[src/design/max_pool_2d_stream_unit_macros.svh]
// assertion helpers for the max pooling block
// clk and arst_n are taken from the module that uses them
`ifndef MAX_POOL_2D_STREAM_UNIT_MACROS_SVH
`define MAX_POOL_2D_STREAM_UNIT_MACROS_SVH

// same-cycle implication
`define MP2D_IMPLIES(label, ante, cons, msg) \
	label: assert property (@(posedge clk) disable iff (!arst_n) (ante) |-> (cons)) \
		else $error(msg);

// next-cycle implication
`define MP2D_LEADS_TO(label, ante, cons, msg) \
	label: assert property (@(posedge clk) disable iff (!arst_n) (ante) |=> (cons)) \
		else $error(msg);

`endif

[src/design/mp2d_pkg.sv]
`default_nettype none
package mp2d_pkg;

	localparam int SAMPLE_BITS  = 16;
	localparam int MAX_WIDTH    = 256;
	localparam int MAX_CHANNELS = 64;

	localparam int CHAN_BITS = $clog2(MAX_CHANNELS);
	localparam int OCOL_BITS = $clog2(MAX_WIDTH);
	localparam int ADDR_BITS = OCOL_BITS + CHAN_BITS;
	localparam int MEM_DEPTH = MAX_WIDTH * MAX_CHANNELS;

	// register widths
	localparam int PH_BITS   = 5;
	localparam int PW_BITS   = 5;
	localparam int H_BITS    = 11;
	localparam int W_BITS    = 9;
	localparam int C_BITS    = 7;
	localparam int ROW_BITS  = 10;
	localparam int WIN_BITS  = 4;

	localparam int CFG_INDEX_BITS = 3;
	localparam int CFG_DATA_BITS  = 11;

	localparam logic [CFG_INDEX_BITS-1:0] REG_POOL_HEIGHT   = 3'd0;
	localparam logic [CFG_INDEX_BITS-1:0] REG_POOL_WIDTH    = 3'd1;
	localparam logic [CFG_INDEX_BITS-1:0] REG_IN_HEIGHT     = 3'd2;
	localparam logic [CFG_INDEX_BITS-1:0] REG_IN_WIDTH      = 3'd3;
	localparam logic [CFG_INDEX_BITS-1:0] REG_CHANNEL_COUNT = 3'd4;

	localparam int POOL_LIMIT   = 16;
	localparam int HEIGHT_LIMIT = 1024;

	localparam logic [PH_BITS-1:0] PH_RESET = 5'd2;
	localparam logic [PW_BITS-1:0] PW_RESET = 5'd2;
	localparam logic [H_BITS-1:0]  H_RESET  = 11'd1;
	localparam logic [W_BITS-1:0]  W_RESET  = 9'd1;
	localparam logic [C_BITS-1:0]  C_RESET  = 7'd1;

	// queue between front and back
	localparam int QUEUE_DEPTH = 4;
	localparam int QPTR_BITS   = $clog2(QUEUE_DEPTH);
	localparam int QCNT_BITS   = $clog2(QUEUE_DEPTH + 1);

	typedef struct packed {
		logic [SAMPLE_BITS-1:0] sample;
		logic [ADDR_BITS-1:0]   addr;
		logic                   first;
		logic                   emit;
		logic                   last;
	} q_entry_t;

	typedef struct packed {
		logic head_valid;
		logic full;
	} q_status_t;

	// zero acts as one, oversized values saturate
	function automatic logic [CFG_DATA_BITS-1:0] clamp_size(
		input logic [CFG_DATA_BITS-1:0] v,
		input logic [CFG_DATA_BITS-1:0] hi
	);
		logic [CFG_DATA_BITS-1:0] r;
		if (v == '0) begin
			r = CFG_DATA_BITS'(1);
		end else if (v > hi) begin
			r = hi;
		end else begin
			r = v;
		end
		return r;
	endfunction

endpackage
`default_nettype wire

[src/design/mp2d_front.sv]
`default_nettype none
module mp2d_front (
	input  wire logic                                  clk,
	input  wire logic                                  arst_n,
	input  wire logic                                  cfg_write,
	input  wire logic [mp2d_pkg::CFG_INDEX_BITS-1:0]   cfg_index,
	input  wire logic [mp2d_pkg::CFG_DATA_BITS-1:0]    cfg_data,
	input  wire logic [mp2d_pkg::SAMPLE_BITS-1:0]      sample,
	input  wire logic                                  sample_valid,
	output logic                                       sample_ready,
	input  wire mp2d_pkg::q_status_t                   q_status,
	output logic                                       push,
	output mp2d_pkg::q_entry_t                         push_entry
);

	logic [mp2d_pkg::PH_BITS-1:0]   ph_q;
	logic [mp2d_pkg::PW_BITS-1:0]   pw_q;
	logic [mp2d_pkg::H_BITS-1:0]    h_q;
	logic [mp2d_pkg::W_BITS-1:0]    w_q;
	logic [mp2d_pkg::C_BITS-1:0]    c_q;

	logic [mp2d_pkg::CHAN_BITS-1:0] chan_q;
	logic [mp2d_pkg::OCOL_BITS-1:0] col_q;
	logic [mp2d_pkg::OCOL_BITS-1:0] col_base_q;
	logic [mp2d_pkg::OCOL_BITS-1:0] ocol_q;
	logic [mp2d_pkg::WIN_BITS-1:0]  win_col_q;
	logic [mp2d_pkg::ROW_BITS-1:0]  row_q;
	logic [mp2d_pkg::ROW_BITS-1:0]  row_base_q;
	logic [mp2d_pkg::WIN_BITS-1:0]  win_row_q;

	logic accept;
	logic row_fit, row_tail, col_fit, col_tail;
	logic win_row_end, win_col_end, chan_end, col_end, row_end;
	logic fit, first, emit, last;

	assign sample_ready = !q_status.full;
	assign accept       = sample_valid && sample_ready;

	// window block fits below / is the last block that fits
	assign row_fit  = (12'(row_base_q) + 12'(ph_q)) <= 12'(h_q);
	assign row_tail = (12'(row_base_q) + 12'({ph_q, 1'b0})) > 12'(h_q);
	assign col_fit  = (10'(col_base_q) + 10'(pw_q)) <= 10'(w_q);
	assign col_tail = (10'(col_base_q) + 10'({pw_q, 1'b0})) > 10'(w_q);

	assign win_row_end = (5'(win_row_q) + 5'd1) == ph_q;
	assign win_col_end = (5'(win_col_q) + 5'd1) == pw_q;
	assign chan_end    = (7'(chan_q) + 7'd1) == c_q;
	assign col_end     = (9'(col_q) + 9'd1) >= w_q;
	assign row_end     = (11'(row_q) + 11'd1) >= h_q;

	assign fit   = row_fit && col_fit;
	assign first = (win_row_q == '0) && (win_col_q == '0);
	assign emit  = fit && win_row_end && win_col_end;
	assign last  = emit && row_tail && col_tail && chan_end;

	assign push = accept && fit;

	always_comb begin
		push_entry.sample = sample;
		push_entry.addr   = {ocol_q, chan_q};
		push_entry.first  = first;
		push_entry.emit   = emit;
		push_entry.last   = last;
	end

	always_ff @(posedge clk or negedge arst_n) begin
		if (!arst_n) begin
			ph_q <= mp2d_pkg::PH_RESET;
			pw_q <= mp2d_pkg::PW_RESET;
			h_q  <= mp2d_pkg::H_RESET;
			w_q  <= mp2d_pkg::W_RESET;
			c_q  <= mp2d_pkg::C_RESET;
		end else if (cfg_write) begin
			case (cfg_index)
				mp2d_pkg::REG_POOL_HEIGHT: begin
					ph_q <= mp2d_pkg::PH_BITS'(mp2d_pkg::clamp_size(
						11'(cfg_data[4:0]), 11'(mp2d_pkg::POOL_LIMIT)));
				end
				mp2d_pkg::REG_POOL_WIDTH: begin
					pw_q <= mp2d_pkg::PW_BITS'(mp2d_pkg::clamp_size(
						11'(cfg_data[4:0]), 11'(mp2d_pkg::POOL_LIMIT)));
				end
				mp2d_pkg::REG_IN_HEIGHT: begin
					h_q <= mp2d_pkg::clamp_size(cfg_data, 11'(mp2d_pkg::HEIGHT_LIMIT));
				end
				mp2d_pkg::REG_IN_WIDTH: begin
					w_q <= mp2d_pkg::W_BITS'(mp2d_pkg::clamp_size(
						11'(cfg_data[8:0]), 11'(mp2d_pkg::MAX_WIDTH)));
				end
				mp2d_pkg::REG_CHANNEL_COUNT: begin
					c_q <= mp2d_pkg::C_BITS'(mp2d_pkg::clamp_size(
						11'(cfg_data[6:0]), 11'(mp2d_pkg::MAX_CHANNELS)));
				end
				default: begin
				end
			endcase
		end
	end

	always_ff @(posedge clk or negedge arst_n) begin
		if (!arst_n) begin
			chan_q     <= '0;
			col_q      <= '0;
			col_base_q <= '0;
			ocol_q     <= '0;
			win_col_q  <= '0;
			row_q      <= '0;
			row_base_q <= '0;
			win_row_q  <= '0;
		end else if (cfg_write) begin
			chan_q     <= '0;
			col_q      <= '0;
			col_base_q <= '0;
			ocol_q     <= '0;
			win_col_q  <= '0;
			row_q      <= '0;
			row_base_q <= '0;
			win_row_q  <= '0;
		end else if (accept) begin
			if (!chan_end) begin
				chan_q <= chan_q + 1'b1;
			end else begin
				chan_q <= '0;
				if (col_end) begin
					col_q      <= '0;
					col_base_q <= '0;
					ocol_q     <= '0;
					win_col_q  <= '0;
					if (row_end) begin
						row_q      <= '0;
						row_base_q <= '0;
						win_row_q  <= '0;
					end else begin
						row_q <= row_q + 1'b1;
						if (win_row_end) begin
							win_row_q  <= '0;
							row_base_q <= row_q + 1'b1;
						end else begin
							win_row_q <= win_row_q + 1'b1;
						end
					end
				end else begin
					col_q <= col_q + 1'b1;
					if (win_col_end) begin
						win_col_q  <= '0;
						col_base_q <= col_q + 1'b1;
						ocol_q     <= ocol_q + 1'b1;
					end else begin
						win_col_q <= win_col_q + 1'b1;
					end
				end
			end
		end
	end

endmodule
`default_nettype wire

[config.mk]
export PLATFORM = sky130hd
export DESIGN_NAME = mp2d_front
export DESIGN_NICKNAME = d
export VERILOG_FILES = /design/src/design/max_pool_2d_stream_unit_macros.svh /design/src/design/mp2d_pkg.sv /design/src/design/mp2d_front.sv
export SDC_FILE = /design/constraint.sdc
export NUM_CORES = 1
export LEC_CHECK = 0
export ABC_AREA = 1
export CAP_MARGIN = 40
export CORE_ASPECT_RATIO = 1.25
export CORE_UTILIZATION = 40
export DETAILED_ROUTE_END_ITERATION = 8
export DONT_BUFFER_PORTS = 1
export GPL_ROUTABILITY_DRIVEN = 0
export PLACE_DENSITY = 0.6
export SLEW_MARGIN = 40
export SYNTH_ARGS = -nofsm -noshare
export SYNTH_HDL_FRONTEND = slang
export SYNTH_SLANG_ARGS = --single-unit
[constraint.sdc]
create_clock -name clk -period 4.2 [get_ports clk]
set_input_delay 0.42 -clock clk [delete_from_list [all_inputs] [get_ports clk]]
set_output_delay 0.42 -clock clk [all_outputs]
set_load 0.01 [all_outputs]
==> results of run 1 <==
==> final cells by class <==
class	count	area [um^2]	share of cell area (%)
clock buffer	11	253	3.11
timing repair buffer	8	82.6	1.02
sequential	95	2380	29.3
inverter	161	604	7.44
multi-input combinational	728	4440	54.6
clock inverter	5	72.6	0.894
tap	232	290	3.57
==> power by group through the flow <==
stage | registers [W] | clock network [W] | logic (W)
3_3_place_gp | 0.00126 | 0 | 0.00127
2_1_floorplan | 0.00121 | 0 | 0.00106
5_1_grt | 0.00127 | 0.000962 | 0.00155
3_5_place_dp | 0.00126 | 0 | 0.00130
6_report | 0.00125 | 0.000903 | 0.00131
4_1_cts | 0.00125 | 0.000935 | 0.00133
==> metal layers <==
| metal | routed length (um) | up-vias | track usage, % | share of wire [%] |
|---|---|---|---|---|
| met2 | 8900 | 70 | 34.1 | 50 |
| met3 | 498 | 19 | 3.08 | 2.8 |
| li1 | - | 3238 | - | - |
| met1 | 8060 | 2905 | 23.8 | 45 |
| met4 | 330 | 0 | 6.56 | 1.9 |
| met5 | 0 | - | 0 | 0 |
==> repair_timing <==
action | in CTS | in global routing
gates resized for setup | 2 | 10
setup endpoints to repair | 1 | 3
endpoints found under the hold margin | 95 | 2
hold buffers | 1 | 1
==> metrics by stage <==
| step | utilization, % | std cells | setup slack (ps) | hold slack [ps] |
|---|---|---|---|---|
| 5_1_grt | 43.4 | 1240 | 2.22 | 196 |
| 3_3_place_gp | 41.3 | 1222 | 360 | 127 |
| 4_1_cts | 43.1 | 1239 | 40.9 | 2.65 |
| 6_report | 43.4 | 1240 | 282 | 190 |
| 2_1_floorplan | - | 1017 | 941 | 124 |
| 3_5_place_dp | 41.3 | 1222 | 311 | 127 |
==> worst min-delay path by stage <==
stage	startpoint	cells after the start	to
after global placement	arst_n	0	chan_q[0]
after floorplan	arst_n	0	c_q[1]
after detailed placement	arst_n	0	chan_q[0]
final	cfg_data[7]	2	w_q[7]
after global routing	cfg_data[7]	2	w_q[7]
after CTS	arst_n	1	chan_q[0]
==> cells in the mapped netlist, types with 9 or more instances <==
cell type / instances / area [um^2]
nand3_1: 75 / 375
buf_4: 23 / 173
nand2_2: 22 / 138
a21oi_1: 43 / 215
nand4_1: 11 / 68.8
nor2_1: 72 / 270
ha_1: 88 / 1100
nand2_1: 236 / 886
o21ai_0: 36 / 180
o21ai_1: 19 / 95.1
o22ai_1: 18 / 113
dfrtp_1: 90 / 2250
o21ai_2: 16 / 140
inv_1: 157 / 589
xor2_1: 29 / 254
nor3_1: 9 / 45.0
xnor2_1: 13 / 114
==> placed cells by master (no fill, tap or decap), drive strengths merged, types with 2 or more instances in the layout <==
master	count
nand2	260
inv	163
dfrtp	90
ha	88
nand3	79
nor2	78
o21ai	71
a21oi	43
xor2	29
o22ai	18
xnor2	13
nand4	11
clkbuf	11
nor3	9
buf	7
dfstp	5
nor4	4
or2	4
fa	4
and2	3
a21o	2
a31o	2
nand3b	2
o31ai	2
clkinv	2
==> worst reg2reg max path, cell delays in order, from the launching register on <==
cell and delay [ps]:
dfrtp_1 540, ha_1 240, nand3_1 120, nor2_1 180
nand3_1 130, nor4_1 270, ha_1 320, nand2_1 100
nor2_1 70, nand2_1 60, a21boi_0 190, nand3_1 190
nor2_2 270, nor2_2 80, buf_4 180, nand3_1 100
nand2_1 60
==> kinds of logic (layout without fill, tap and decap cells) <==
kind of cell | Yosys count | count (layout)
simple gates | 451 | 451
buf+inv | 194 | 185
compound gates | 143 | 143
flops | 95 | 95
fa+ha+maj | 92 | 92
xor+xnor | 42 | 42
==> sequential cells by signal (all words and copies together) (netlist names), 7 cells and up <==
| signal | flops |
|---|---|
| row_q | 10 |
| h_q | 11 |
| ocol_q | 8 |
| col_base_q | 8 |
| col_q | 8 |
| w_q | 9 |
| c_q | 7 |
| row_base_q | 10 |
==> impl_metrics.csv, run 1 <==
group,metric,value,unit
clock_network,clk-insertion-delay-late,360,ps
drt,firstDrtPassIters,7,
yosys,ys_seq_area_share,31.2,%
timing,max_freq,255,MHz
power_and_ir_drop,power_frac_seq,36.0,%
yosys,synth_top_family_by_area,"simple AND/OR/NAND/NOR gates",
setup_path,worstSetupPathType,"reg -> out",
yosys,async_flop_share,100,%
clock_network,htree_levels,3,
layout,area_growth,6.41,%
yosys,yosys_most_used_dff,"dfrtp_1",
yosys,synth_cell_type_count,41,
setup_path,rr_worst_depth,16,
drt,wl,17800,um
setup_path,r2r-end,"row_base_q[9]",
setup_path,critPathBufInv,2,
yosys,yosys_warnings,0,
die,dieArea,19600,um^2
global_routing,grt_pass1_vias,5992,
layout,antenna_cells,0,
die,die_h,156,um
setup_path,crit_path_frequent_cell,"nand2_1",
placement,postPlaceCellArea,7720,um^2
clock_network,cts-buffers-inserted,9,
clock_network,tritoncts,"yes",
timing,min_period,3920,ps
timing,setup-tns-final,0,ps
timing,rsz0062_at_grt,"no",
status,status,"complete, but fails checks",
hold_path,hp-class,"in -> reg",
setup_path,r2r-start,"row_q[0]",
power_and_ir_drop,netSwitchingFraction,40.0,%
setup_path,worst_ep_required_time,3780,ps
setup_path,worstPathArrival,3500,ps
drt,viasPerCell,5.03,
status,violations,"design-rule violations",
global_routing,grt_max_degree,96,
power_and_ir_drop,power_per_cell_area,426,nW/um^2
setup_path,start_kind,"register",
yosys,synth_mux_area_share,0,%
setup_path,crit_path_start,"ph_q[1]",
drt,drtAntennaViolNets,0,
yosys,syn_area,7630,um^2
setup_path,critPathCapture,"push_entry[0]",
power_and_ir_drop,intPower,0.00208,W
timing,worst_slew_pin_slew,634,ps
power_and_ir_drop,cellLeakagePower,4.21,nW
flow_run,cap_violations,0,
placement,portBuffers,0,
yosys,synthAdderAreaFrac,15.5,%
yosys,synth-simple-area-share,26.4,%
die,die_x,126,um
global_routing,antenna_found_initial,0,
power_and_ir_drop,power_frac_clock,26.1,%
timing,hold_viol,0,
power_and_ir_drop,p_sw,0.00138,W
layout,nets,1131,
global_routing,grt-ovfl-total,0,
setup_path,critPathMaxFanout,4,
setup_path,crit_chain,"inv_1 > fa_1 > o221ai_2 > nand2_1 > nand2_1 > nand2_1 > nor2_1 > xor2_1 > ha_1 > inv_1 > nor2_1 > nand2_1 > nor3b_1 > nand2_1 > o21ai_2 > nand3_2 > nor2_4",
setup_path,critPathMaxStageDelay,570,ps
clock_network,clock_sinks,95,
yosys,synth-xor-area-share,4.82,%
setup_path,cp.depth,17,
global_routing,grt_use_total,19.3,%
clock_network,cts.path.max_buffers,2,
layout,fin_area,8120,um^2
yosys,syn_avg_cell_area,7.50,um^2
yosys,ys_ff_latch,95,
timing,setup_viol,0,
layout,fillers,1887,
layout,final_layout_size_suffix_gt1_share,9.52,%
setup_path,end_kind,"output pin",
timing,slew_violations,0,
power_and_ir_drop,combPwrFrac,38.0,%
die,rows,56,
drt,vias,6232,
yosys,synth_cells,1017,
global_routing,grt_pass1_wl,29900,um
die,start_util,40.8,%
yosys,synth.net_count,1145,
power_and_ir_drop,p_total,0.00346,W
timing,clock_skew,15.0,ps
clock_network,root_buffer,"clkbuf_16",
setup_path,crit_path_top_delay_cell,"dfstp_2",
setup_path,cpLargestDelayFamily,"simple AND/OR/NAND/NOR gates",
setup_path,r2r_setup_slack,1020,ps
drt,wl_per_cell,14.3,um
drt,drt-initial-drc-count,383,
power_and_ir_drop,irDropWorstVdd,0.245,mV
timing,slew_headroom,57.6,%
drt,drcViolationCount,8,
clock_network,post_cts_buffers,0,
yosys,synth-compound-area-share,10.9,%
timing,period_share,93.3,%
die,core,18700,um^2
die,ios,71,
clock_network,clk_pin_slew,80,ps
placement,hpwl,14100,um
yosys,synth_edf_count,0,
No activity file was read; power rests on OpenSTA's default activity.
==> run 2, diff against run 1 <==
Settings changed: CORE_ASPECT_RATIO 1.25 to 0.8, CORE_MARGIN set to 2, HOLD_SLACK_MARGIN set to 0.02.
==> run 2 against run 1 <==
  * The flow now finishes without violations
  * Critical endpoint unchanged
  * Sequential power about the same
  * First-iteration DRC count increased by 6.0%
  * Clock power decreased by 9.3%
  * Critical path depth decreased by 2
  * Combinational power about the same
  * Setup slack got worse by 45 ps
  * Maximum frequency decreased by 1.1%
  * Total power decreased by 1.9%
  * Clock skew decreased by 2.9 ps
  * Register-to-register slack got worse by 240 ps
==> impl_metrics.csv, run 2 (synthesis results as in run 1) <==
group,metric,value,unit
status,status,"completed",
power_and_ir_drop,irDropWorstVdd,0.210,mV
flow_run,cap_violations,0,
setup_path,r2r-end,"row_base_q[7]",
hold_path,whs_path_depth,2,
die,dieArea,20200,um^2
clock_network,root_buffer,"clkbuf_16",
layout,layout_commonest_cell,"nand2_1",
die,die_x,158,um
power_and_ir_drop,power_frac_clock,24.1,%
power_and_ir_drop,power_frac_seq,36.8,%
timing,clock_skew,12.1,ps
setup_path,end_kind,"output pin",
layout,final_layout_size_suffix_gt1_share,9.54,%
setup_path,r2r_setup_slack,780,ps
hold_path,min_to,"w_q[7]",
drt,wl_per_cell,14.7,um
hold_path,hp-start,"cfg_data[7]",
power_and_ir_drop,netSwitchingFraction,40.9,%
drt,firstDrtPassIters,5,
setup_path,r2r-start,"col_q[0]",
power_and_ir_drop,p_sw,0.00139,W
timing,hold_viol,0,
global_routing,grt-ovfl-total,0,
drt,viasPerCell,4.88,
layout,nets,1129,
layout,top_register,"h_q",
drt,drt-initial-drc-count,406,
setup_path,start_kind,"register",
timing,min_period,3960,ps
clock_network,cts.path.max_buffers,2,
timing,setup_viol,0,
die,die_h,128,um
setup_path,rr_worst_depth,18,
global_routing,grt_max_degree,96,
global_routing,grt_use_total,19.5,%
placement,portBuffers,0,
clock_network,cts-buffers-inserted,9,
die,core,18900,um^2
timing,period_share,94.4,%
setup_path,worst_ep_required_time,3780,ps
timing,slew_violations,0,
layout,area_growth,6.33,%
layout,fin_area,8120,um^2
setup_path,worstPathArrival,3540,ps
drt,drcViolationCount,0,
layout,reg_top3,"h_q (11), row_base_q (10), row_q (10)",
clock_network,tritoncts,"yes",
timing,worst_slew_pin_slew,615,ps
clock_network,post_cts_buffers,0,
drt,drtAntennaViolNets,0,
layout,largest_reg_flops,11,
timing,whs,191,ps
setup_path,critPathMaxFanout,4,
global_routing,antenna_found_initial,0,
die,ios,71,
setup_path,worstSetupPathType,"reg -> out",
drt,vias,6171,
hold_path,hp-class,"in -> reg",
die,start_util,40.5,%
clock_network,clk-insertion-delay-late,370,ps
clock_network,clock_sinks,95,
clock_network,clk_pin_slew,70,ps
clock_network,htree_levels,3,
timing,max_freq,252,MHz
timing,slew_headroom,58.9,%
global_routing,grt_pass1_wl,30400,um
power_and_ir_drop,combPwrFrac,39.1,%
global_routing,grt_pass1_vias,5854,
power_and_ir_drop,cellLeakagePower,4.19,nW
power_and_ir_drop,power_per_cell_area,419,nW/um^2
placement,postPlaceCellArea,7750,um^2
power_and_ir_drop,intPower,0.00201,W
placement,hpwl,14400,um
layout,layout_common_cells,"nand2_1, inv_1, dfrtp_1",
die,rows,45,
drt,wl,18600,um
timing,setup-tns-final,0,ps
layout,antenna_cells,0,
timing,rsz0062_at_grt,"no",
[run 2: metrics by stage]
stage	cells	util, %	power [W]	setup WS (ps)
finish	1264	43.0	0.00340	237
global route	1264	43.0	0.00371	5.76
CTS	1264	42.8	0.00341	36.2
detailed placement	1246	41.1	0.00255	299
global placement	1246	41.0	0.00253	365
floorplan	1017	-	0.00227	941
[run 2: worst max-delay path by stage]
stage,start,to,slack [ps],depth (start not counted)
final,ph_q[1],push_entry[0],240,15
after detailed placement,pw_q[1],push_entry[0],300,15
after global routing,ph_q[1],push_entry[0],6,15
after floorplan,ph_q[1],push_entry[0],940,16
after global placement,ph_q[1],push_entry[0],370,15
after CTS,ph_q[1],push_entry[0],40,15
[run 2: worst max-delay path, stage by stage (launching register included)]
cell and delay (ps):
dfstp_2 570, inv_1 100, fa_1 500, o31ai_4 300, a21oi_1 150, nor3_1 190
xor2_1 100, ha_1 280, nand2_1 70, nor2_2 160, nand3_1 90, nand3_1 80
nand3_1 70, nor2_1 170, o21ai_1 180, nor2_4 150
[run 2: power groups by stage]
stage	registers, W	logic [W]	clock network [W]
floorplan	0.00121	0.00106	0
global placement	0.00126	0.00127	0
detailed placement	0.00126	0.00129	0
CTS	0.00125	0.00132	0.000837
global route	0.00127	0.00156	0.000872
finish	0.00125	0.00133	0.000819
[run 2: area by class of cell]
type,instances,area (um^2)
Fill cell,1916,10700
Multi-Input combinational cell,728,4450
Sequential cell,95,2380
Inverter,161,604
Tap cell,258,323
Clock buffer,11,253
Timing Repair Buffer,6,67.6
Clock inverter,5,32.5
[run 2: what timing repair did]
item                                    in CTS  in global routing
resized for setup                            3                 11
hold buffers                                 2                  0
endpoints found under the setup margin       2                  3
hold endpoints to repair                    95                  0
pin swaps                                    1                  1
[run 2: per-layer routing]
metal  global-route usage [%]  wire length, um  vias up
li1                         -                -     3235
met1                     28.7             9450     2797
met2                     28.7             7750      130
met3                     5.53             1240        9
met4                     3.34              144        0
met5                        0                0        -
