**src/design/max_pool_2d_stream_unit_macros.svh**
```systemverilog
// assertion helpers for the max pooling block
// clk and arst_n are taken from the module that uses them
`ifndef MAX_POOL_2D_STREAM_UNIT_MACROS_SVH
`define MAX_POOL_2D_STREAM_UNIT_MACROS_SVH

// same-cycle implication
`define MP2D_IMPLIES(label, ante, cons, msg) \
	label: assert property (@(posedge clk) disable iff (!arst_n) (ante) |-> (cons)) \
		else $error(msg);

// next-cycle implication
`define MP2D_LEADS_TO(label, ante, cons, msg) \
	label: assert property (@(posedge clk) disable iff (!arst_n) (ante) |=> (cons)) \
		else $error(msg);

`endif

```
**src/design/mp2d_pkg.sv**
```systemverilog
`default_nettype none
package mp2d_pkg;

	localparam int SAMPLE_BITS  = 16;
	localparam int MAX_WIDTH    = 256;
	localparam int MAX_CHANNELS = 64;

	localparam int CHAN_BITS = $clog2(MAX_CHANNELS);
	localparam int OCOL_BITS = $clog2(MAX_WIDTH);
	localparam int ADDR_BITS = OCOL_BITS + CHAN_BITS;
	localparam int MEM_DEPTH = MAX_WIDTH * MAX_CHANNELS;

	// register widths
	localparam int PH_BITS   = 5;
	localparam int PW_BITS   = 5;
	localparam int H_BITS    = 11;
	localparam int W_BITS    = 9;
	localparam int C_BITS    = 7;
	localparam int ROW_BITS  = 10;
	localparam int WIN_BITS  = 4;

	localparam int CFG_INDEX_BITS = 3;
	localparam int CFG_DATA_BITS  = 11;

	localparam logic [CFG_INDEX_BITS-1:0] REG_POOL_HEIGHT   = 3'd0;
	localparam logic [CFG_INDEX_BITS-1:0] REG_POOL_WIDTH    = 3'd1;
	localparam logic [CFG_INDEX_BITS-1:0] REG_IN_HEIGHT     = 3'd2;
	localparam logic [CFG_INDEX_BITS-1:0] REG_IN_WIDTH      = 3'd3;
	localparam logic [CFG_INDEX_BITS-1:0] REG_CHANNEL_COUNT = 3'd4;

	localparam int POOL_LIMIT   = 16;
	localparam int HEIGHT_LIMIT = 1024;

	localparam logic [PH_BITS-1:0] PH_RESET = 5'd2;
	localparam logic [PW_BITS-1:0] PW_RESET = 5'd2;
	localparam logic [H_BITS-1:0]  H_RESET  = 11'd1;
	localparam logic [W_BITS-1:0]  W_RESET  = 9'd1;
	localparam logic [C_BITS-1:0]  C_RESET  = 7'd1;

	// queue between front and back
	localparam int QUEUE_DEPTH = 4;
	localparam int QPTR_BITS   = $clog2(QUEUE_DEPTH);
	localparam int QCNT_BITS   = $clog2(QUEUE_DEPTH + 1);

	typedef struct packed {
		logic [SAMPLE_BITS-1:0] sample;
		logic [ADDR_BITS-1:0]   addr;
		logic                   first;
		logic                   emit;
		logic                   last;
	} q_entry_t;

	typedef struct packed {
		logic head_valid;
		logic full;
	} q_status_t;

	// zero acts as one, oversized values saturate
	function automatic logic [CFG_DATA_BITS-1:0] clamp_size(
		input logic [CFG_DATA_BITS-1:0] v,
		input logic [CFG_DATA_BITS-1:0] hi
	);
		logic [CFG_DATA_BITS-1:0] r;
		if (v == '0) begin
			r = CFG_DATA_BITS'(1);
		end else if (v > hi) begin
			r = hi;
		end else begin
			r = v;
		end
		return r;
	endfunction

endpackage
`default_nettype wire

```
**src/design/mp2d_queue.sv**
```systemverilog
`default_nettype none
module mp2d_queue (
	input  wire logic                 clk,
	input  wire logic                 arst_n,
	input  wire logic                 push,
	input  wire mp2d_pkg::q_entry_t   push_entry,
	input  wire logic                 pop,
	output mp2d_pkg::q_entry_t        head,
	output mp2d_pkg::q_status_t       status
);

	mp2d_pkg::q_entry_t entry_q [mp2d_pkg::QUEUE_DEPTH];

	logic [mp2d_pkg::QPTR_BITS-1:0] wr_ptr_q;
	logic [mp2d_pkg::QPTR_BITS-1:0] rd_ptr_q;
	logic [mp2d_pkg::QCNT_BITS-1:0] count_q;

	assign head              = entry_q[rd_ptr_q];
	assign status.head_valid = count_q != '0;
	assign status.full       = count_q == mp2d_pkg::QCNT_BITS'(mp2d_pkg::QUEUE_DEPTH);

	always_ff @(posedge clk) begin
		if (push) begin
			entry_q[wr_ptr_q] <= push_entry;
		end
	end

	always_ff @(posedge clk or negedge arst_n) begin
		if (!arst_n) begin
			wr_ptr_q <= '0;
			rd_ptr_q <= '0;
			count_q  <= '0;
		end else begin
			if (push) begin
				wr_ptr_q <= wr_ptr_q + 1'b1;
			end
			if (pop) begin
				rd_ptr_q <= rd_ptr_q + 1'b1;
			end
			case ({push, pop})
				2'b10: count_q <= count_q + 1'b1;
				2'b01: count_q <= count_q - 1'b1;
				default: count_q <= count_q;
			endcase
		end
	end

endmodule
`default_nettype wire

```
**config.mk**
```make
export PLATFORM = sky130hd
export DESIGN_NAME = mp2d_queue
export DESIGN_NICKNAME = d
export VERILOG_FILES = /design/src/design/max_pool_2d_stream_unit_macros.svh /design/src/design/mp2d_pkg.sv /design/src/design/mp2d_queue.sv
export SDC_FILE = /design/constraint.sdc
export NUM_CORES = 1
export LEC_CHECK = 0
export ABC_AREA = 1
export ABC_CLOCK_PERIOD_IN_PS = 1700
export BUFFER_PORTS_ARGS = -buffer_cell sky130_fd_sc_hd__buf_2
export CAP_MARGIN = 20
export CORE_ASPECT_RATIO = 0.8
export CORE_UTILIZATION = 45
export DETAILED_ROUTE_END_ITERATION = 12
export PLACE_DENSITY = 0.67
export SLEW_MARGIN = 5
export SYNTH_ARGS = -nofsm -noshare
export SYNTH_HDL_FRONTEND = slang
export SYNTH_SLANG_ARGS = --single-unit
```
**constraint.sdc**
```tcl
create_clock -name clk -period 1.7 [get_ports clk]
set_clock_uncertainty 0.05 [all_clocks]
set_input_delay 0.085 -clock clk [delete_from_list [all_inputs] [get_ports clk]]
set_output_delay 0.085 -clock clk [all_outputs]
set_load 0.05 [all_outputs]
```
==> results_dict.tcl, run 1 <==
set metrics [dict create \
    status "finished with violations" \
    violations "negative setup slack" \
    path_clk_slew_ns 0.06 \
    holdWs_ns 0.372 \
    p_leak_uw 0.00342 \
    p_per_area_nw_per_um2 2070 \
    gp_congestion 0.706 \
    clockBufferDepth 2 \
    vias 3812 \
    clk_latency_ns 0.41 \
    numCtsBuffers 17 \
    synth_compound_area_share_pct 6.64 \
    hp-class "in2reg" \
    drt-total-wl_um 12200 \
    netlist_instances 499 \
    synth_cell_type_count 19 \
    syn-cell-area_um2 5920 \
    drv_cap 0 \
    core_um2 12800 \
    wl_met3_um 498 \
    critPathLaunchType "register" \
    synthSimpleGateAreaFrac_pct 13.7 \
    highest_layer "met4" \
    boundaryPins 72 \
    fmax_mhz 537 \
    rsz0062_at_grt "yes" \
    overflow 0 \
    regArea_um2 4140 \
    finalWorstSetupSlack_ns -0.162 \
    wl_met2_um 6050 \
    timing.final.hold_violations 0 \
    power_frac_seq_pct 28.4 \
    drt_iter0_drc 233 \
    via_per_inst 4.68 \
    port_buffers 71 \
    fillers 966 \
    period_needed_ns 1.86 \
    rrSetupSlack_ns 0.19 \
    grt_pass1_wl_um 19000 \
    dp_slack_ns 0.201 \
    worst_r2r_endpoint "entry_q[0][3]$_DFFE_PP_" \
    multi_input_area_um2 1490 \
    instances_no_fill 814 \
    syn_to_final_growth_pct 36.9 \
    r2r_start "wr_ptr_q[0]$_DFFE_PN0P_" \
    ant_nets 0 \
    dr.pass1.iters 4 \
    root_buffer "clkbuf_16" \
    die-area_um2 13600 \
    placed_cells 734 \
    nNetsFinal 669 \
    power.switching_uw 6990 \
    setup_viol 33 \
    cts_tree "built" \
    fp.dieH_um 105 \
    yosysWarnings 0 \
    crit_arrival_ns 1.73 \
    detail_route.wl_per_cell_um 15.0 \
    synth_fa_ha_area_share_pct 1.40 \
    synth.avg_cell_area_um2 11.9 \
    syn_nets 542 \
    clkPwrFrac_pct 21.3 \
    required_ns 1.56 \
    grt_pass1_vias 3814 \
    critPathLaunch "rd_ptr_q[0]$_DFFE_PN0P_" \
    fin_setup_tns_ns -2.68 \
    grt_max_degree 45 \
    sw_frac_of_total_pct 41.6 \
    synth-seq-cells 139 \
    die_x_um 130 \
    hpwl_um 6180 \
    slew_viol_final 0 \
    diodes 0 \
    synth.mux.area_fraction_pct 0 \
    rr_worst_depth 5 \
    initial_utilization_pct 46.2 \
    row_count 37 \
    drive_gt1_share_pct 31.3 \
    relSlewSlack_pct 76.8 \
    cts_sinks 139 \
    wl_met1_um 5490 \
    cp-end-kind "output pin" \
    crit_type "reg2out" \
    comb_power_share_pct 50.3 \
    crit_end "head[28]" \
    path_max_fanout 6 \
    yosysSeqAreaShare_pct 69.9 \
    p_int_uw 9820 \
    htreeDepth 4 \
    post-route-period-util_pct 110 \
    synthXorXnorAreaFrac_pct 0.592 \
    drc 0 \
    synth_top_family_by_area "simple AND/OR/NAND/NOR gates" \
    antenna_found_initial 0 \
    worst_pin_slew_ns 0.347 \
    grt_use_total_pct 18.9 \
    vdd.ir_drop.worst_v 0.00138 \
]
-- critical path, stage by stage (launching register included) --
cell,delay [ns]
dfrtp_4,0.55
buf_12,0.18
buf_16,0.14
o211ai_2,0.17
nand2_1,0.10
buf_6,0.16
-- registers in the layout, indices dropped and copies added, names as in the netlist --
name and flops:
wr_ptr_q 2, rd_ptr_q 2, count_q 3, entry_q 132
-- worst min-delay path by stage --
| stage | cells after the start | start | endpoint |
|---|---|---|---|
| 2_1_floorplan | 0 | arst_n | count_q[0]$_DFFE_PN0P_ |
| 3_3_place_gp | 1 | arst_n | count_q[2]$_DFFE_PN0P_ |
| 3_5_place_dp | 1 | arst_n | count_q[2]$_DFFE_PN0P_ |
| 4_1_cts | 2 | push_entry[0] | entry_q[1][0]$_DFFE_PP_ |
| 5_1_grt | 2 | push_entry[4] | entry_q[1][4]$_DFFE_PP_ |
| 6_report | 2 | push_entry[4] | entry_q[3][4]$_DFFE_PP_ |
-- synthesized netlist by cell type --
library cell / count / area share, %
xnor2_1: 1 / 0.15
o211ai_1: 6 / 0.76
nand3_1: 1 / 0.084
ha_1: 5 / 1.1
buf_4: 5 / 0.63
buf_2: 9 / 0.76
clkbuf_1: 2 / 0.13
fa_1: 1 / 0.34
o21ai_0: 2 / 0.17
nor2_1: 65 / 4.1
buf_6: 7 / 1.3
inv_1: 78 / 4.9
xor2_1: 3 / 0.44
nand4_1: 1 / 0.11
nand2_1: 146 / 9.3
edfxtp_1: 132 / 67
dfrtp_1: 7 / 3.0
nor3_1: 1 / 0.084
o211ai_2: 27 / 5.7
-- per-layer routing --
layer | vias up | global-route usage, %
met3 | 14 | 4.76
met1 | 1826 | 24.0
met5 | - | 0
met4 | 0 | 8.80
met2 | 83 | 30.2
li1 | 1889 | -
-- power by group through the flow --
stage,clock (µW),combinational (µW),sequential [µW]
after detailed placement,0,6300,4810
after CTS,3610,7900,4770
after global routing,3770,9020,4840
final,3580,8460,4770
after floorplan,0,5010,4740
after global placement,0,6200,4780
-- kinds of logic after synthesis --
| logic type | count (synthesis) |
|---|---|
| adders and majority gates | 6 |
| buffers and inverters | 101 |
| xor gates and xnor gates | 4 |
| AOI/OAI and AO/OA | 35 |
| and+or+nand+nor | 214 |
| DFF | 139 |
-- what timing repair did --
action,CTS,global route
cloned,5,3
endpoints found under the hold margin,143,0
setup buffers,3,0
hold buffers,37,0
pin swaps,24,13
endpoints found under the setup margin,33,33
resized for setup,91,46
-- cell type report --
cell class | instances | share of cell area (%)
repair buffers | 131 | 17.0
multi-input cells | 259 | 18.3
clock inverters | 15 | 1.84
flip-flops and latches | 139 | 51.1
well taps | 175 | 2.70
inverters | 78 | 3.75
clock buffers | 17 | 5.25
-- per-stage QoR --
stage               utilization [%]  total power [µW]  area [µm²]
global route                   63.2             17600        8110
detailed placement             50.7             11100        6500
CTS                            61.5             16300        7880
global placement               50.7             11000        6500
finish                         63.2             16800        8110
floorplan                         -              9750        5930
-- cells in the final DEF, fill, tap and decap left out, types with 2 or more instances in the layout --
cell type      count
buf_12             8
buf_16             5
buf_2             38
buf_4              7
buf_6             27
buf_8              6
bufinv_16          2
clkbuf_16         20
clkinv_1           4
clkinv_4           2
clkinvlp_4         7
dfrtp_1            6
dlygate4sd3_1     37
edfxtp_1         132
ha_1               5
inv_1             73
inv_2              2
inv_6              3
nand2_1          109
nand2_2           27
nand2_4           10
nor2_1            57
nor2_2             7
o211ai_1           6
o211ai_2          27
xor2_1             3
(Power assumes the default switching activity.)
==> run 2, diff against run 1 <==
--- a/config.mk
+++ b/config.mk
@@ -9,10 +9,12 @@
 export ABC_CLOCK_PERIOD_IN_PS = 1700
 export BUFFER_PORTS_ARGS = -buffer_cell sky130_fd_sc_hd__buf_2
 export CAP_MARGIN = 20
+export CELL_PAD_IN_SITES_DETAIL_PLACEMENT = 1
+export CELL_PAD_IN_SITES_GLOBAL_PLACEMENT = 1
 export CORE_ASPECT_RATIO = 0.8
-export CORE_UTILIZATION = 45
+export CORE_UTILIZATION = 42
 export DETAILED_ROUTE_END_ITERATION = 12
-export PLACE_DENSITY = 0.67
+export PLACE_DENSITY_LB_ADDON = 0.1
 export SLEW_MARGIN = 5
 export SYNTH_ARGS = -nofsm -noshare
 export SYNTH_HDL_FRONTEND = slang
==> results_dict.tcl, run 2 (synthesis gave the netlist of run 1 again) <==
set metrics [dict create \
    path_clk_slew_ns 0.06 \
    hp-class "in2reg" \
    crit_chain "buf_12, clkbuf_16, nor2_4, nor2_1, nand2_1, nand2_1, buf_6" \
    p_per_area_nw_per_um2 2140 \
    cts_tree "built" \
    worst_pin_slew_ns 0.345 \
    vias 3898 \
    final_cell_mix "132 x edfxtp_1, 131 x nand2_1, 73 x inv_1" \
    grt_pass1_vias 4123 \
    max_flop_register "entry_q" \
    drc 0 \
    core_um2 13600 \
    antenna_found_initial 0 \
    dp_slack_ns 0.188 \
    drt_iter0_drc 177 \
    post-route-period-util_pct 111 \
    reg_top3 "entry_q (132), count_q (3)" \
    die-area_um2 14600 \
    layout.cells.most_common "edfxtp_1" \
    clkPwrFrac_pct 24.8 \
    critPathLaunchType "register" \
    detail_route.wl_per_cell_um 16.8 \
    nNetsFinal 667 \
    fmax_mhz 531 \
    drv_cap 0 \
    path_max_fanout 6 \
    crit_path_frequent_cell "nand2_1" \
    violations "negative setup slack" \
    clk_latency_ns 0.42 \
    multi_input_area_um2 1430 \
    sw_frac_of_total_pct 40.3 \
    fin_setup_tns_ns -3.44 \
    grt_max_degree 35 \
    grt_use_total_pct 20.1 \
    gp_congestion 0.707 \
    setup_viol 33 \
    finalWorstSetupSlack_ns -0.183 \
    required_ns 1.56 \
    initial_utilization_pct 43.4 \
    crit_arrival_ns 1.75 \
    hpwl_um 7490 \
    slowest_stage "dfrtp_4" \
    vdd.ir_drop.worst_v 0.00141 \
    comb_power_share_pct 47.3 \
    drt-total-wl_um 13700 \
    power_frac_seq_pct 27.9 \
    slew_viol_final 0 \
    syn_to_final_growth_pct 36.0 \
    diodes 0 \
    fillers 1374 \
    via_per_inst 4.77 \
    numCtsBuffers 17 \
    boundaryPins 72 \
    holdWs_ns 0.361 \
    clockBufferDepth 2 \
    p_int_uw 10300 \
    overflow 0 \
    timing.final.hold_violations 0 \
    p_leak_uw 0.00338 \
    htreeDepth 4 \
    dr.pass1.iters 6 \
    rsz0062_at_grt "yes" \
    ant_nets 0 \
    period_needed_ns 1.88 \
    crit_type "reg2out" \
    root_buffer "clkbuf_16" \
    grt_pass1_wl_um 21400 \
    status "finished with violations" \
    port_buffers 71 \
    die_x_um 135 \
    row_count 38 \
    power.switching_uw 6940 \
    largest_reg_flops 132 \
    cts_sinks 139 \
    regArea_um2 4140 \
    relSlewSlack_pct 76.9 \
    max_stage_delay_ns 0.56 \
    drive_gt1_share_pct 29.0 \
    fp.dieH_um 108 \
    cp-end-kind "output pin" \
]
[run 2: cell count changes in the layout (fill, tap and decap cells not counted), sizes merged]
cell,change
clkinvlp,-3
inv,-4
bufinv,+5
clkinv,+1
clkbuf,-1
[run 2: layer usage]
layer  share of wire [%]  up-vias  global-route usage, %
met4                 1.4        0                   7.70
met5                   0        -                      0
met3                 3.1       14                   5.39
met1                  45     1938                   24.3
met2                  50       66                   34.4
li1                    -     1880                      -
[run 2: area by class of cell]
cell class / instances / area share, %
clock buffer: 18 / 5.33
clock inverter: 14 / 3.09
inverter: 78 / 3.81
multi-input combinational: 259 / 17.7
sequential: 139 / 51.5
tap: 180 / 2.80
timing repair buffer: 129 / 15.8
[run 2: final timing paths]
path	start	slack [ns]	to	cells after the start
setup / recovery	rd_ptr_q[0]$_DFFE_PN0P_	-0.18	head[25]	7
hold / removal	push_entry[23]	0.36	entry_q[2][23]$_DFFE_PP_	2
setup reg to reg	wr_ptr_q[0]$_DFFE_PN0P_	0.20	entry_q[2][21]$_DFFE_PP_	5
hold reg to reg	count_q[2]$_DFFE_PN0P_	0.45	count_q[2]$_DFFE_PN0P_	2
max in group asynchronous	arst_n	0.70	rd_ptr_q[0]$_DFFE_PN0P_	3
min in group asynchronous	arst_n	0.62	count_q[1]$_DFFE_PN0P_	3
[run 2: stage by stage]
stage | instances | cell area (µm²) | total power [µW] | utilization (%)
6_report | 817 | 8050 | 17200 | 59.0
5_1_grt | 817 | 8050 | 18100 | 59.0
4_1_cts | 815 | 7930 | 17100 | 58.1
3_5_place_dp | 742 | 6550 | 11300 | 48.0
3_3_place_gp | 742 | 6550 | 11200 | 48.0
2_1_floorplan | 499 | 5930 | 9750 | -
[run 2: repair_timing]
item,in CTS,in global routing
endpoints found under the hold margin,143,0
cloned,2,3
gates resized for setup,80,37
hold buffers,37,0
pin swaps,6,15
endpoints found under the setup margin,33,33
buffers inserted,2,1
[run 2: power by group through the flow]
stage	sequential, µW	combinational, µW	clock [µW]
floorplan	4740	5010	0
global placement	4780	6410	0
detailed placement	4820	6530	0
CTS	4790	7940	4350
global route	4860	8700	4480
finish	4810	8140	4260
[run 2: worst max-delay path, delay by kind of cell (launching register included)]
kind / cells / cell delay, ns
buffers and inverters: 3 / 0.50
DFF: 1 / 0.56
and+or+nand+nor: 4 / 0.25
==> run 3, diff against run 2 <==
--- a/config.mk
+++ b/config.mk
@@ -6,13 +6,13 @@
 export NUM_CORES = 1
 export LEC_CHECK = 0
 export ABC_AREA = 1
-export ABC_CLOCK_PERIOD_IN_PS = 1700
+export ABC_CLOCK_PERIOD_IN_PS = 2450
 export BUFFER_PORTS_ARGS = -buffer_cell sky130_fd_sc_hd__buf_2
 export CAP_MARGIN = 20
 export CELL_PAD_IN_SITES_DETAIL_PLACEMENT = 1
 export CELL_PAD_IN_SITES_GLOBAL_PLACEMENT = 1
 export CORE_ASPECT_RATIO = 0.8
-export CORE_UTILIZATION = 42
+export CORE_UTILIZATION = 45
 export DETAILED_ROUTE_END_ITERATION = 12
 export PLACE_DENSITY_LB_ADDON = 0.1
 export SLEW_MARGIN = 5
==> constraint.sdc (replaced) <==
create_clock -name clk -period 2.45 [get_ports clk]
set_clock_uncertainty 0.05 [all_clocks]
set_input_delay 0.1225 -clock clk [delete_from_list [all_inputs] [get_ports clk]]
set_output_delay 0.1225 -clock clk [all_outputs]
set_load 0.05 [all_outputs]
==> results_dict.tcl, run 3 (synthesis gave the netlist of run 1 again) <==
set metrics [dict create \
    drt-total-wl_um 11800 \
    critPathLaunchType "register" \
    dp_slack_ns 0.543 \
    timing.final.hold_violations 0 \
    htreeDepth 4 \
    slowest_stage "dfrtp_4" \
    grt_pass1_vias 3965 \
    ctsResizeCount 0 \
    relSlewSlack_pct 63.4 \
    holdWs_ns 0.0279 \
    path_clk_slew_ns 0.05 \
    gp_congestion 0.748 \
    die_x_um 130 \
    port_buffers 71 \
    grt_use_total_pct 19.4 \
    vdd.ir_drop.worst_v 0.000799 \
    worst_pin_slew_ns 0.546 \
    overflow 0 \
    setup_viol 0 \
    post-route-period-util_pct 91.0 \
    clk_latency_ns 0.41 \
    syn_to_final_growth_pct 24.8 \
    fp.dieH_um 105 \
    diodes 0 \
    p_leak_uw 0.00316 \
    path_max_fanout 41 \
    via_per_inst 4.74 \
    rsz0062_at_grt "no" \
    period_needed_ns 2.23 \
    final_cell_mix "146 x nand2_1, 132 x edfxtp_1, 73 x inv_1" \
    slew_viol_final 0 \
    rrSetupSlack_ns 0.56 \
    cts_sinks 139 \
    cts_tree "built" \
    antenna_found_initial 0 \
    crit_arrival_ns 2.06 \
    grt_max_degree 42 \
    max_stage_delay_ns 0.69 \
    regArea_um2 4140 \
    crit_chain "buf_12, nor2_1, nor2_1, nand2_1, nand2_1, buf_2" \
    clockBufferDepth 2 \
    drt_iter0_drc 127 \
    fmax_mhz 449 \
    finalWorstSetupSlack_ns 0.221 \
    numCtsBuffers 17 \
    post_cts_buffers 0 \
    largest_reg_flops 132 \
    fin_area_um2 7390 \
    cp-end-kind "output pin" \
    vias 3798 \
    grt_pass1_wl_um 19200 \
    dpl_cell_area_um2 6490 \
    hp-class "in2async" \
    max_flop_register "entry_q" \
    reg_top3 "entry_q (132), count_q (3)" \
    nNetsFinal 656 \
    boundaryPins 72 \
    fillers 1358 \
    initial_utilization_pct 46.2 \
    die-area_um2 13600 \
    row_count 37 \
    fin_setup_tns_ns 0 \
    drive_gt1_share_pct 21.6 \
    multi_input_area_um2 1320 \
    status "finished clean" \
    fin_util_pct 57.6 \
    core_um2 12800 \
    ant_nets 0 \
    detail_route.wl_per_cell_um 14.7 \
    drv_cap 0 \
    hpwl_um 7310 \
    layout.cells.most_common "nand2_1" \
    crit_type "reg2out" \
    drc 0 \
    dr.pass1.iters 4 \
    p_per_area_nw_per_um2 1360 \
    root_buffer "clkbuf_16" \
    required_ns 2.28 \
]
==> run 3: cell types whose count changed in the layout (fill, tap and decap cells not counted), sizes merged <==
cell,previous run,this run
buf,91,82
clkinv,7,15
bufinv,7,2
clkinvlp,4,0
dlygate4sd3,37,36
==> run 3: area by class of cell <==
class                      instances  area share [%]
multi-input combinational        259            17.9
tap                              175            2.96
inverter                          78            3.96
sequential                       139            56.1
clock buffer                      19            5.86
clock inverter                    13            1.46
timing repair buffer             118            11.8
==> run 3: critical path, delay by kind of cell, from the launching register on <==
| kind | cells | cell delay (ns) |
|---|---|---|
| AND/OR/NAND/NOR | 4 | 0.35 |
| flip-flops | 1 | 0.69 |
| buffers and inverters | 2 | 0.54 |
==> run 3: per-layer routing <==
layer	part of all wire, %	wire, µm	track usage, %	up-vias
met3	4.0	470	5.48	12
met1	44	5190	23.2	1864
met5	0	0	0	-
met4	1.3	153	8.47	0
met2	51	5980	32.4	66
li1	-	-	-	1856
==> run 3: path summary, 6_finish.rpt <==
path	start	endpoint	depth (start not counted)
worst max-delay path	rd_ptr_q[0]$_DFFE_PN0P_	head[3]	6
worst min-delay path	arst_n	count_q[2]$_DFFE_PN0P_	2
worst max register to register	wr_ptr_q[0]$_DFFE_PN0P_	entry_q[0][8]$_DFFE_PP_	5
worst min register to register	count_q[2]$_DFFE_PN0P_	count_q[2]$_DFFE_PN0P_	2
max in group asynchronous	arst_n	rd_ptr_q[0]$_DFFE_PN0P_	2
min in group clk	push_entry[22]	entry_q[1][22]$_DFFE_PP_	2
==> run 3: through the flow <==
stage          std cells  total power (µW)
3_3_place_gp         733              7640
2_1_floorplan        499              6760
5_1_grt              801             10700
6_report             801             10100
3_5_place_dp         733              7770
4_1_cts              801             10200
==> run 3: what timing repair did <==
action / in CTS / in global routing
hold endpoints to repair: 143 / 0
setup endpoints to repair: 0 / 0
hold buffers: 36 / 0
==> run 3: power breakdown <==
| group | switching [µW] | internal [µW] | total [µW] |
|---|---|---|---|
| Clock | 887 | 1460 | 2350 |
| Sequential | 251 | 3130 | 3380 |
| Combinational | 3200 | 1140 | 4340 |
| Total | 4340 | 5730 | 10100 |
